File: src/rtl/utad_pkg.sv
// shared types, constants and helpers for the unsigned to ascii digits block
// no dependencies; imported by every module of the block
package utad_pkg;

    localparam int DEF_VALUE_WIDTH = 64;
    localparam int VALUE_MAX_WIDTH = 64;
    localparam int RADIX_WIDTH     = 2;
    localparam int CHAR_WIDTH      = 7;

    localparam logic [CHAR_WIDTH-1:0] CHAR_ZERO   = 7'd48;
    localparam logic [CHAR_WIDTH-1:0] CHAR_NINE   = 7'd57;
    localparam logic [CHAR_WIDTH-1:0] CHAR_LOWER_A = 7'd97;
    localparam logic [CHAR_WIDTH-1:0] CHAR_LOWER_F = 7'd102;

    typedef enum logic [RADIX_WIDTH-1:0] {
        RADIX_DEC = 2'd0,
        RADIX_HEX = 2'd1,
        RADIX_OCT = 2'd2,
        RADIX_BIN = 2'd3
    } t_radix;

    typedef enum logic [1:0] {
        ST_IDLE,
        ST_DABBLE,
        ST_EMIT
    } t_state;

    // one queued request, value already masked to the used width
    typedef struct packed {
        logic [VALUE_MAX_WIDTH-1:0] value;
        t_radix                     radix;
    } t_item;

    // front to back handshake
    typedef struct packed {
        logic  valid;
        t_item item;
    } t_req;

    // decimal digits of the largest w-bit number, log10(2) ~ 0.30103
    function automatic int dec_digits(input int w);
        return (w * 30103) / 100000 + 1;
    endfunction

    function automatic int max_int(input int a, input int b);
        return (a > b) ? a : b;
    endfunction

    function automatic logic [CHAR_WIDTH-1:0] digit_to_char(input logic [3:0] d);
        logic [CHAR_WIDTH-1:0] c;
        if (d < 4'd10) begin
            c = CHAR_ZERO + CHAR_WIDTH'(d);
        end else begin
            c = CHAR_LOWER_A + CHAR_WIDTH'(d - 4'd10);
        end
        return c;
    endfunction

endpackage

File: src/rtl/utad_front.sv
// front end: accepts requests, masks the value, decodes the radix, queues them
// depends on utad_pkg
module utad_front #(
    parameter int VALUE_WIDTH = utad_pkg::DEF_VALUE_WIDTH
) (
    input  logic                                  i_clk,
    input  logic                                  i_rst_n,
    input  logic                                  i_push,
    output logic                                  o_full,
    input  logic [utad_pkg::VALUE_MAX_WIDTH-1:0]  i_value,
    input  logic [utad_pkg::RADIX_WIDTH-1:0]      i_radix,
    output utad_pkg::t_req                        o_req,
    input  logic                                  i_take
);
    import utad_pkg::*;

    logic [1:0] r_count, n_count;
    logic       r_wp, r_rp;
    t_item      r_mem [2];
    t_item      w_item;
    logic       w_wr, w_rd;

    assign w_item.value = VALUE_MAX_WIDTH'(i_value[VALUE_WIDTH-1:0]);
    assign w_item.radix = t_radix'(i_radix);

    assign o_full = (r_count == 2'd2);
    assign w_wr   = i_push && !o_full;
    assign w_rd   = i_take && (r_count != 2'd0);

    assign o_req.valid = (r_count != 2'd0);
    assign o_req.item  = r_mem[r_rp];

    always_comb begin
        n_count = r_count;
        if (w_wr && !w_rd) begin
            n_count = r_count + 2'd1;
        end else if (w_rd && !w_wr) begin
            n_count = r_count - 2'd1;
        end
    end

    always_ff @(posedge i_clk) begin
        if (!i_rst_n) begin
            r_count <= 2'd0;
            r_wp    <= 1'b0;
            r_rp    <= 1'b0;
        end else begin
            r_count <= n_count;
            if (w_wr) begin
                r_wp <= ~r_wp;
            end
            if (w_rd) begin
                r_rp <= ~r_rp;
            end
        end
    end

    always_ff @(posedge i_clk) begin
        if (w_wr) begin
            r_mem[r_wp] <= w_item;
        end
    end

endmodule

File: src/rtl/utad_back.sv
// back end: double-dabble for decimal, msb-first digit scan, output register
// depends on utad_pkg
module utad_back #(
    parameter int VALUE_WIDTH = utad_pkg::DEF_VALUE_WIDTH
) (
    input  logic                              i_clk,
    input  logic                              i_rst_n,
    input  utad_pkg::t_req                    i_req,
    output logic                              o_take,
    output logic                              o_empty,
    input  logic                              i_pop,
    output logic [utad_pkg::CHAR_WIDTH-1:0]   o_digit_char,
    output logic                              o_last_digit
);
    import utad_pkg::*;

    localparam int W      = VALUE_WIDTH;
    localparam int DEC_N  = dec_digits(W);
    localparam int HEX_N  = (W + 3) / 4;
    localparam int OCT_N  = (W + 2) / 3;
    localparam int BW     = 4 * DEC_N;
    localparam int SW     = max_int(max_int(BW, 4 * HEX_N), 3 * OCT_N);
    localparam int CW     = $clog2(W + 1);

    t_state             r_state, n_state;
    t_radix             r_radix, n_radix;
    logic [SW-1:0]      r_sh, n_sh;
    logic [BW-1:0]      r_bcd, n_bcd;
    logic [CW-1:0]      r_cnt, n_cnt;
    logic               r_started, n_started;
    logic               r_ov;
    logic [CHAR_WIDTH-1:0] r_char;
    logic               r_last;

    logic [3:0]         w_digit;
    logic               w_last_pos, w_skip, w_room, w_step, w_emit, w_popped;
    logic [BW-1:0]      w_adj;
    logic [W-1:0]       w_val;

    assign w_popped   = i_pop && r_ov;
    assign w_room     = !r_ov || w_popped;
    assign w_last_pos = (r_cnt == CW'(1));
    assign w_val      = i_req.item.value[W-1:0];

    // top digit of the scan register
    always_comb begin
        case (r_radix)
            RADIX_HEX: w_digit = r_sh[SW-1 -: 4];
            RADIX_OCT: w_digit = {1'b0, r_sh[SW-1 -: 3]};
            RADIX_BIN: w_digit = {3'b000, r_sh[SW-1]};
            default:   w_digit = r_sh[SW-1 -: 4];
        endcase
    end

    // add 3 to every bcd digit of 5 or more before the shift
    always_comb begin
        for (int i = 0; i < DEC_N; i++) begin
            w_adj[4*i +: 4] = (r_bcd[4*i +: 4] >= 4'd5) ? r_bcd[4*i +: 4] + 4'd3
                                                         : r_bcd[4*i +: 4];
        end
    end

    // control decode
    always_comb begin
        o_take = 1'b0;
        w_skip = 1'b0;
        w_step = 1'b0;
        w_emit = 1'b0;
        unique case (r_state)
            ST_IDLE: begin
                o_take = i_req.valid;
            end
            ST_DABBLE: begin
            end
            ST_EMIT: begin
                w_skip = (w_digit == 4'd0) && !r_started && !w_last_pos;
                w_step = w_skip || w_room;
                w_emit = w_step && !w_skip;
            end
            default: begin
            end
        endcase
    end

    // next state
    always_comb begin
        n_state = r_state;
        unique case (r_state)
            ST_IDLE: begin
                if (i_req.valid) begin
                    n_state = (i_req.item.radix == RADIX_DEC) ? ST_DABBLE : ST_EMIT;
                end
            end
            ST_DABBLE: begin
                if (r_cnt == CW'(0)) begin
                    n_state = ST_EMIT;
                end
            end
            ST_EMIT: begin
                if (w_step && w_last_pos) begin
                    n_state = ST_IDLE;
                end
            end
            default: n_state = ST_IDLE;
        endcase
    end

    // datapath next values
    always_comb begin
        n_radix   = r_radix;
        n_sh      = r_sh;
        n_bcd     = r_bcd;
        n_cnt     = r_cnt;
        n_started = r_started;
        unique case (r_state)
            ST_IDLE: begin
                n_radix   = i_req.item.radix;
                n_started = 1'b0;
                n_bcd     = '0;
                unique case (i_req.item.radix)
                    RADIX_HEX: begin
                        n_sh  = SW'(w_val) << (SW - 4 * HEX_N);
                        n_cnt = CW'(HEX_N);
                    end
                    RADIX_OCT: begin
                        n_sh  = SW'(w_val) << (SW - 3 * OCT_N);
                        n_cnt = CW'(OCT_N);
                    end
                    RADIX_BIN: begin
                        n_sh  = SW'(w_val) << (SW - W);
                        n_cnt = CW'(W);
                    end
                    default: begin
                        n_sh  = SW'(w_val) << (SW - W);
                        n_cnt = CW'(W);
                    end
                endcase
            end
            ST_DABBLE: begin
                if (r_cnt == CW'(0)) begin
                    n_sh  = SW'(r_bcd) << (SW - BW);
                    n_cnt = CW'(DEC_N);
                end else begin
                    n_bcd = {w_adj[BW-2:0], r_sh[SW-1]};
                    n_sh  = r_sh << 1;
                    n_cnt = r_cnt - CW'(1);
                end
            end
            ST_EMIT: begin
                if (w_step) begin
                    n_cnt = r_cnt - CW'(1);
                    if (w_emit) begin
                        n_started = 1'b1;
                    end
                    case (r_radix)
                        RADIX_OCT: n_sh = r_sh << 3;
                        RADIX_BIN: n_sh = r_sh << 1;
                        default:   n_sh = r_sh << 4;
                    endcase
                end
            end
            default: begin
            end
        endcase
    end

    always_ff @(posedge i_clk) begin
        if (!i_rst_n) begin
            r_state   <= ST_IDLE;
            r_ov      <= 1'b0;
            r_cnt     <= '0;
            r_started <= 1'b0;
        end else begin
            r_state   <= n_state;
            r_cnt     <= n_cnt;
            r_started <= n_started;
            if (w_emit) begin
                r_ov <= 1'b1;
            end else if (w_popped) begin
                r_ov <= 1'b0;
            end
        end
    end

    always_ff @(posedge i_clk) begin
        r_radix <= n_radix;
        r_sh    <= n_sh;
        r_bcd   <= n_bcd;
        if (w_emit) begin
            r_char <= digit_to_char(w_digit);
            r_last <= w_last_pos;
        end
    end

    assign o_empty      = !r_ov;
    assign o_digit_char = r_char;
    assign o_last_digit = r_last;

endmodule

File: src/rtl/unsigned_to_ascii_digits.sv
// top level of the unsigned to ascii digits converter
// depends on utad_pkg, utad_front and utad_back
//
// Each request carries a value (its low VALUE_WIDTH bits are used, higher bits
// are ignored) and a radix code: 0 decimal, 1 hexadecimal, 2 octal, 3 binary.
// The block returns the value's ASCII digits one result at a time, most
// significant first, no leading zeros, lower-case 'a'..'f' for hex, a single
// '0' for a zero value, with last_digit set on the final digit. Requests enter
// through push/full into a two-entry queue and results leave through
// empty/pop from a one-entry output register, so both sides may stall freely.
// Conversion per request: the digit scan walks one digit position per cycle
// while the output register has room (leading zeros are skipped at the same
// pace, even while it is full); decimal first loads the value, runs the
// double-dabble loop, which takes one value bit per cycle, and then moves the
// BCD digits to the digit scan. A stalled consumer holds the digit scan. There
// is no clearing pass after reset.
module unsigned_to_ascii_digits #(
    parameter int VALUE_WIDTH = utad_pkg::DEF_VALUE_WIDTH
) (
    input  logic                                  i_clk,
    input  logic                                  i_rst_n,
    // request side
    input  logic                                  push,
    output logic                                  full,
    input  logic [utad_pkg::VALUE_MAX_WIDTH-1:0]  i_value,
    input  logic [utad_pkg::RADIX_WIDTH-1:0]      i_radix,
    // result side
    output logic                                  empty,
    input  logic                                  pop,
    output logic [utad_pkg::CHAR_WIDTH-1:0]       o_digit_char,
    output logic                                  o_last_digit
);
    import utad_pkg::*;

    // queued request toward the converter, and its dequeue strobe
    t_req w_req;
    logic w_take;

    // front: mask, decode and queue incoming requests
    utad_front #(
        .VALUE_WIDTH (VALUE_WIDTH)
    ) u_front (
        .i_clk   (i_clk),
        .i_rst_n (i_rst_n),
        .i_push  (push),
        .o_full  (full),
        .i_value (i_value),
        .i_radix (i_radix),
        .o_req   (w_req),
        .i_take  (w_take)
    );

    // back: convert one request at a time and hand out digits
    utad_back #(
        .VALUE_WIDTH (VALUE_WIDTH)
    ) u_back (
        .i_clk        (i_clk),
        .i_rst_n      (i_rst_n),
        .i_req        (w_req),
        .o_take       (w_take),
        .o_empty      (empty),
        .i_pop        (pop),
        .o_digit_char (o_digit_char),
        .o_last_digit (o_last_digit)
    );

endmodule

File: config.mk
export PLATFORM = sky130hd
export DESIGN_NAME = unsigned_to_ascii_digits
export DESIGN_NICKNAME = d
export VERILOG_FILES = /design/src/rtl/utad_pkg.sv /design/src/rtl/utad_front.sv /design/src/rtl/utad_back.sv /design/src/rtl/unsigned_to_ascii_digits.sv
export SDC_FILE = /design/constraint.sdc
export NUM_CORES = 1
export LEC_CHECK = 0
export ABC_AREA = 0
export BUFFER_PORTS_ARGS = -buffer_cell sky130_fd_sc_hd__buf_4
export CAP_MARGIN = 20
export CORE_ASPECT_RATIO = 0.8
export CORE_MARGIN = 2
export CORE_UTILIZATION = 40
export DETAILED_ROUTE_END_ITERATION = 10
export GPL_TIMING_DRIVEN = 1
export PLACE_DENSITY = 0.61
export SLEW_MARGIN = 20
export SYNTH_ARGS = -nofsm -noshare
export SYNTH_HDL_FRONTEND = slang
export SYNTH_SLANG_ARGS = --single-unit
File: constraint.sdc
create_clock -name i_clk -period 5.1 [get_ports i_clk]
set_input_delay 0.51 -clock i_clk [delete_from_list [all_inputs] [get_ports i_clk]]
set_output_delay 0.51 -clock i_clk [all_outputs]
set_load 0.005 [all_outputs]
=== Word-level counts from Yosys, hierarchy flattened ===
Memories as Yosys holds them, arrays and structs flattened. A register that Yosys moved wholly into a read port is not among the register bits.
Cells that the tools add are included.

* Add/sub/neg operators: 26
* $mul: 0
* Divide/modulo/power cells: 0
* Magnitude comparators: 21
* Equality and inequality tests: 14
* Shift-type cells: 0
* Multiplexer cells: 52
* Bitwise logic cells: 2
* Reduce and logical (&&, ||, !) cells: 32

{| class="wikitable"
|+ Operators with widths
! kind !! count
|-
| two-way mux 80 bit || 4
|-
| one-hot mux 80 bit (2 select lines) || 2
|-
| one-hot mux 80 bit (3 select lines) || 1
|-
| greater-or-equal comparator 4 x 3 -> 1 bit, second input constant || 20
|-
| adder 4 x 2 -> 4 bit, second input constant || 19
|-
| two-way mux 4 bit || 19
|-
| two-way mux 7 bit || 3
|-
| one-hot mux 7 bit (3 select lines) || 1
|-
| one-hot mux 7 bit (2 select lines) || 1
|-
| two-way mux 2 bit || 6
|-
| two-way mux 1 bit || 11
|-
| == test 2 bit, second input constant || 5
|-
| != test 2 x 1 -> 1 bit, second input constant || 5
|-
| nonzero test 2 bit || 5
|-
| logical AND 1 bit || 9
|-
| one-hot mux 4 bit (2 select lines) || 1
|-
| adder 6 x 4 -> 7 bit, first input constant || 1
|-
| adder 7 bit, first input constant || 1
|-
| == test 7 x 1 -> 1 bit, second input constant || 1
|-
| zero test 1 bit || 7
|-
| zero test 7 bit || 1
|-
| subtractor 7 x 1 -> 7 bit, second input constant || 1
|-
| one-hot mux 2 bit (3 select lines) || 1
|-
| AND reduction 3 bit || 2
|-
| 15 further kinds || 20
|}

* Bits in registers: 185
* Bits in latches: 0
* Bits in writable memories: 132
* Bits in read-only memories: 0
* Input port bits: 70
* Output and inout bits: 10
* Logic and storage cells: 160
* Memories: 1

{| class="wikitable"
|+ Memory list
! name !! words !! width !! rd ports !! clocked after memory_dff !! write ports !! RTL line !! source
|-
| u_front.r_mem || 2 || 66 || 1 || 1 || 1 || utad_front.sv:19 || <nowiki>t_item r_mem [2];</nowiki>
|}

=== Logic depth before layout (Yosys ltp) ===
* Depth in word-level cells: 11
* Depth in mapped cells: 11
* Mapped depth without buffers: 8

=== Cells and area by module ===
From an unflattened synthesis, not the netlist that was laid out.

* Cell total of the unflattened synthesis: 1623
* Area, all modules: 17959.7 um^2

{| class="wikitable"
|+ Modules (own cells, without submodules)
! module !! instances !! cells an instance !! area an instance (um^2) !! seq. area each (um^2)
|-
| utad_back || 1 || 1393 || 12953.7 || 5325.1
|-
| utad_front || 1 || 230 || 5006.1 || 4063.9
|}

=== Least setup slack after synthesis ===
No wires, ideal clock.

* Kind: register to register
* From: register u_back.r_state[1]
* To: register u_back.r_bcd[0] (enable)
* Library setup time: 0.545 ns
* Arrival time: 5.075 ns
* Required time: 4.555 ns
* Path slack: -0.520 ns
* Cell stages (with the launch flop): 7
* Buffers on the path: 2
* Period minus slack after synthesis: 5.620 ns
* Cells stage by stage: dfxtp_1 inv_1 ha_1 clkbuf_1 clkbuf_1 nor2_1 a21oi_1

* Word-level cells in the longest chain between the ends: 3
* Elaborated cells between the ends (all ways): 5
* Those cells by class: 2 x eq/ne; 3 x reduce/logical

{| class="wikitable"
|+ Ends and longest elaborated chain
! item !! RTL line !! source
|-
| from (decl) || utad_back.sv:25 || <nowiki>t_state r_state, n_state;</nowiki>
|-
| from (signal assigned) || utad_back.sv:174 || <nowiki>r_state <= n_state;</nowiki>
|-
| == test 2 x 1 -> 1 bit / zero test 2 bit (equally long branches) || utad_back.sv:115 || <nowiki>unique case (r_state)</nowiki>
|-
| != test 2 bit (no source line) / nonzero test 2 bit (equally long branches) || - ||
|-
| AND reduction 2 bit (no source line) * || - ||
|-
| to (signal assigned) || utad_back.sv:188 || <nowiki>r_bcd <= n_bcd;</nowiki>
|-
| to (decl) || utad_back.sv:28 || <nowiki>logic [BW-1:0] r_bcd, n_bcd;</nowiki>
|}

Mark *: on every way between the ends. The rest lies on a longest branch, timed or not.
A chain may end at the register's enable or synchronous reset.

=== Final worst setup path ===
* From: register u_back.r_radix[0]
* To: register u_back.r_sh[34] (enable)

* Word-level cells in the longest chain between the ends: 9
* Elaborated cells between the ends (all ways): 10
* Those cells by class: 3 x eq/ne; 2 x mux; 5 x reduce/logical

{| class="wikitable"
|+ Ends and longest elaborated chain
! item !! RTL line !! source
|-
| from (decl) || utad_back.sv:26 || <nowiki>t_radix r_radix, n_radix;</nowiki>
|-
| from (signal assigned) || utad_back.sv:186 || <nowiki>r_radix <= n_radix;</nowiki>
|-
| == test 2 bit || utad_back.sv:47 || <nowiki>case (r_radix)</nowiki>
|-
| one-hot mux 4 bit (2 select lines) * || utad_back.sv:47 ||
|-
| zero test 4 bit * || utad_back.sv:76 || <nowiki>w_skip = (w_digit == 4'd0) && !r_started && !w_last_pos;</nowiki>
|-
| logical AND 1 bit * (2 in series) || utad_back.sv:76 ||
|-
| logical OR 1 bit * || utad_back.sv:77 || <nowiki>w_step = w_skip || w_room;</nowiki>
|-
| two-way mux 1 bit * || utad_back.sv:69 || <nowiki>unique case (r_state)</nowiki>
|-
| != test 2 x 1 -> 1 bit (no source line) * || - ||
|-
| AND reduction 2 bit (no source line) * || - ||
|-
| to (signal assigned) || utad_back.sv:187 || <nowiki>r_sh <= n_sh;</nowiki>
|-
| to (decl) || utad_back.sv:27 || <nowiki>logic [SW-1:0] r_sh, n_sh;</nowiki>
|}

Marks and branches as above.

==> qor.txt <==
Area growth syn-to-layout = 12.8%
largest net degree at the start of global routing = 115
Ys Warns = 0
die height = 194 um
placer's final routability congestion estimate = 0.820
initial antenna violation count = 0
Core Area = 44400 um^2
number of global-route vias before repair = 11500
pwr dens = 621 nW/um^2
Rel. slew slack = 0.295
clock tree buffer depth = 3
worst setup path class = flop to flop
CP Data Required Time = 5.32 ns
Clock Latency Late Sink = 0.55 ns
CTS sink count = 318
# nets final = 1713
number of synthesized flops with an enable pin = 302
fin crit share = 0.718
Synth Cell Area = 18000 um^2
Worst VDD drop = 0.384 mV
hold_buf cts = 0
design area = 20300 um^2
flops & latches, synth = 318
outcome = finished clean
Yosys cell types = 56
TritonRoute pass-1 iters = 5
slew of the pin with the lowest slew margin = 1.06 ns
die width = 241 um
clk root buf = clkbuf_16
crit end category = flop
total power = 12600 uW
Max Cap Viol = 0
CTS resizes = 0
worst path arrival time = 3.88 ns
ys async rst share = 0
Avg Vias per Cell = 5.59
Syn Area/Cell = 11.5 um^2
Max Clock Freq = 0.273 GHz
startpoint types = flop
Final Skew = 0.0222 ns
Post-Route WL = 42200 um
first-pass GRT wire length = 66500 um
DRT iter0 DRCs = 1127
Main synth FF type = edfxtp_1
CP Max Fanout = 41
via count = 12400
post-synthesis sequential area ratio = 0.522
DR WL/cell = 19.0 um
H-tree Lvls = 2
Finish-stage setup viols = 0
layout cell share with drive strength beyond 1 = 0.150
Clock transition at path regs = 0.06 ns
Routed Antenna Nets = 0
Remaining Overflow, GRT = 0
RSZ-0062 raised after global routing = false
dpl hpwl = 27900 um
Top Ports = 80
Ant. Diodes = 0
Synth Instances = 1561
count of input and output buffers = 79
Slew Limit Fails = 0
most frequent cells in the layout = edfxtp_1 (302), o21ai_0 (161), nand2_1 (139)
setup TNS = 0 ns
CTS tree = done
Initial Util = 0.405
Lkg Pwr = 0.00726 uW
Final Hold Fails = 0
min Tclk post-route = 3.66 ns
Residual DRC = 0
clock buffer count from CTS = 36
All-Layer GR Usage = 0.179
Syn Nets = 1683
DP Area = 19100 um^2
# Post-CTS Setup Buffers = 0
Worst Hold Class = input port to flop
die area = 46700 um^2
most common cell after layout, fill and taps aside = edfxtp_1
row count = 69
## sequential cells by signal, indices dropped and copies added (netlist names), 2 cells and up, named ones only
| signal | flops |
|---|---|
| u_back.r_bcd | 80 |
| u_back.o_digit_char | 7 |
| u_back.r_cnt | 7 |
| u_front.r_mem | 132 |
| u_front.r_count | 2 |
| u_back.r_sh | 80 |
| u_back.r_radix | 2 |
| u_back.r_state | 2 |
## where the power goes
group	internal, uW	total [uW]	switching, uW
clock	1620	2690	1070
combinational	2010	5120	3110
sequential	4000	4780	786
total	7620	12600	4970
## Yosys cell counts, types with 8 or more instances
cell type | count | area share
edfxtp_1 | 302 | 0.50
dfxtp_1 | 16 | 0.018
a211oi_1 | 78 | 0.033
buf_2 | 15 | 0.0042
xor2_1 | 26 | 0.013
xnor2_1 | 21 | 0.010
and2_1 | 40 | 0.014
a21boi_0 | 20 | 0.0084
nand2_1 | 139 | 0.029
nand2b_1 | 25 | 0.0087
a21oi_1 | 104 | 0.029
inv_1 | 60 | 0.013
nor2_1 | 125 | 0.026
buf_1 | 8 | 0.0017
clkbuf_1 | 77 | 0.016
o21ai_0 | 161 | 0.045
nor3b_1 | 19 | 0.0079
o21ai_1 | 30 | 0.0084
mux4_2 | 62 | 0.078
mux2i_1 | 83 | 0.046
ha_1 | 52 | 0.036
mux2_2 | 20 | 0.013
mux2_1 | 20 | 0.013
## worst paths after layout
kind | to | cells past startpoint | slack [ns] | from
hold / removal | u_front.r_mem[1][57] | 1 | 0.14 | i_value[55]
setup / recovery | u_back.r_sh[34] | 9 | 1.44 | u_back.r_radix[0]
hold reg to reg | u_back.r_state[1] | 2 | 0.48 | u_back.r_state[1]
setup reg to reg | u_back.r_sh[34] | 9 | 1.44 | u_back.r_radix[0]
## per-stage QoR
stage | utilization | hold slack [ns] | worst slack, ns | instances
floorplan | - | 0.451 | 0.864 | 1561
global placement | 0.430 | 0.470 | 1.52 | 2156
detailed placement | 0.430 | 0.472 | 1.45 | 2156
CTS | 0.457 | 0.116 | 1.41 | 2220
global route | 0.457 | 0.128 | 1.23 | 2220
finish | 0.457 | 0.144 | 1.44 | 2220
## cells by family after synthesis
| family | Yosys count | synth area share |
|---|---|---|
| AND/OR/NAND/NOR | 377 | 0.0976 |
| XOR/XNOR | 47 | 0.0229 |
| flip-flops | 318 | 0.522 |
| buffers and inverters | 166 | 0.0372 |
| adder cells (fa/ha/maj) | 52 | 0.0362 |
| AO/OA/AOI/OAI | 416 | 0.135 |
| multiplexers | 185 | 0.149 |
## per-layer routing
layer | GRT usage | share of wire | up-vias
met2 | 0.242 | 0.41 | 380
met1 | 0.297 | 0.51 | 6138
met5 | 0 | 0 | -
met3 | 0.0241 | 0.064 | 44
li1 | - | - | 5858
met4 | 0.0462 | 0.016 | 0
## critical path: stages (launching register included)
cell and delay [ns]:
edfxtp_1 0.39, buf_4 0.50, nand3b_1 0.19, o21a_1 0.20, ha_1 0.17, nor2b_1 0.24, a311oi_4 0.19, or2_1 0.37
inv_2 0.71, buf_12 0.33
## cell type report
| class | instances | area, um^2 |
|---|---|---|
| clock buffers | 47 | 942 |
| clock inverters | 17 | 259 |
| well taps | 603 | 754 |
| flip-flops and latches | 318 | 9390 |
| repair buffers | 96 | 737 |
| multi-input cells | 1077 | 7950 |
| fillers | 4044 | 24100 |
| inverters | 62 | 238 |
Power figures use the tool's default switching activity.
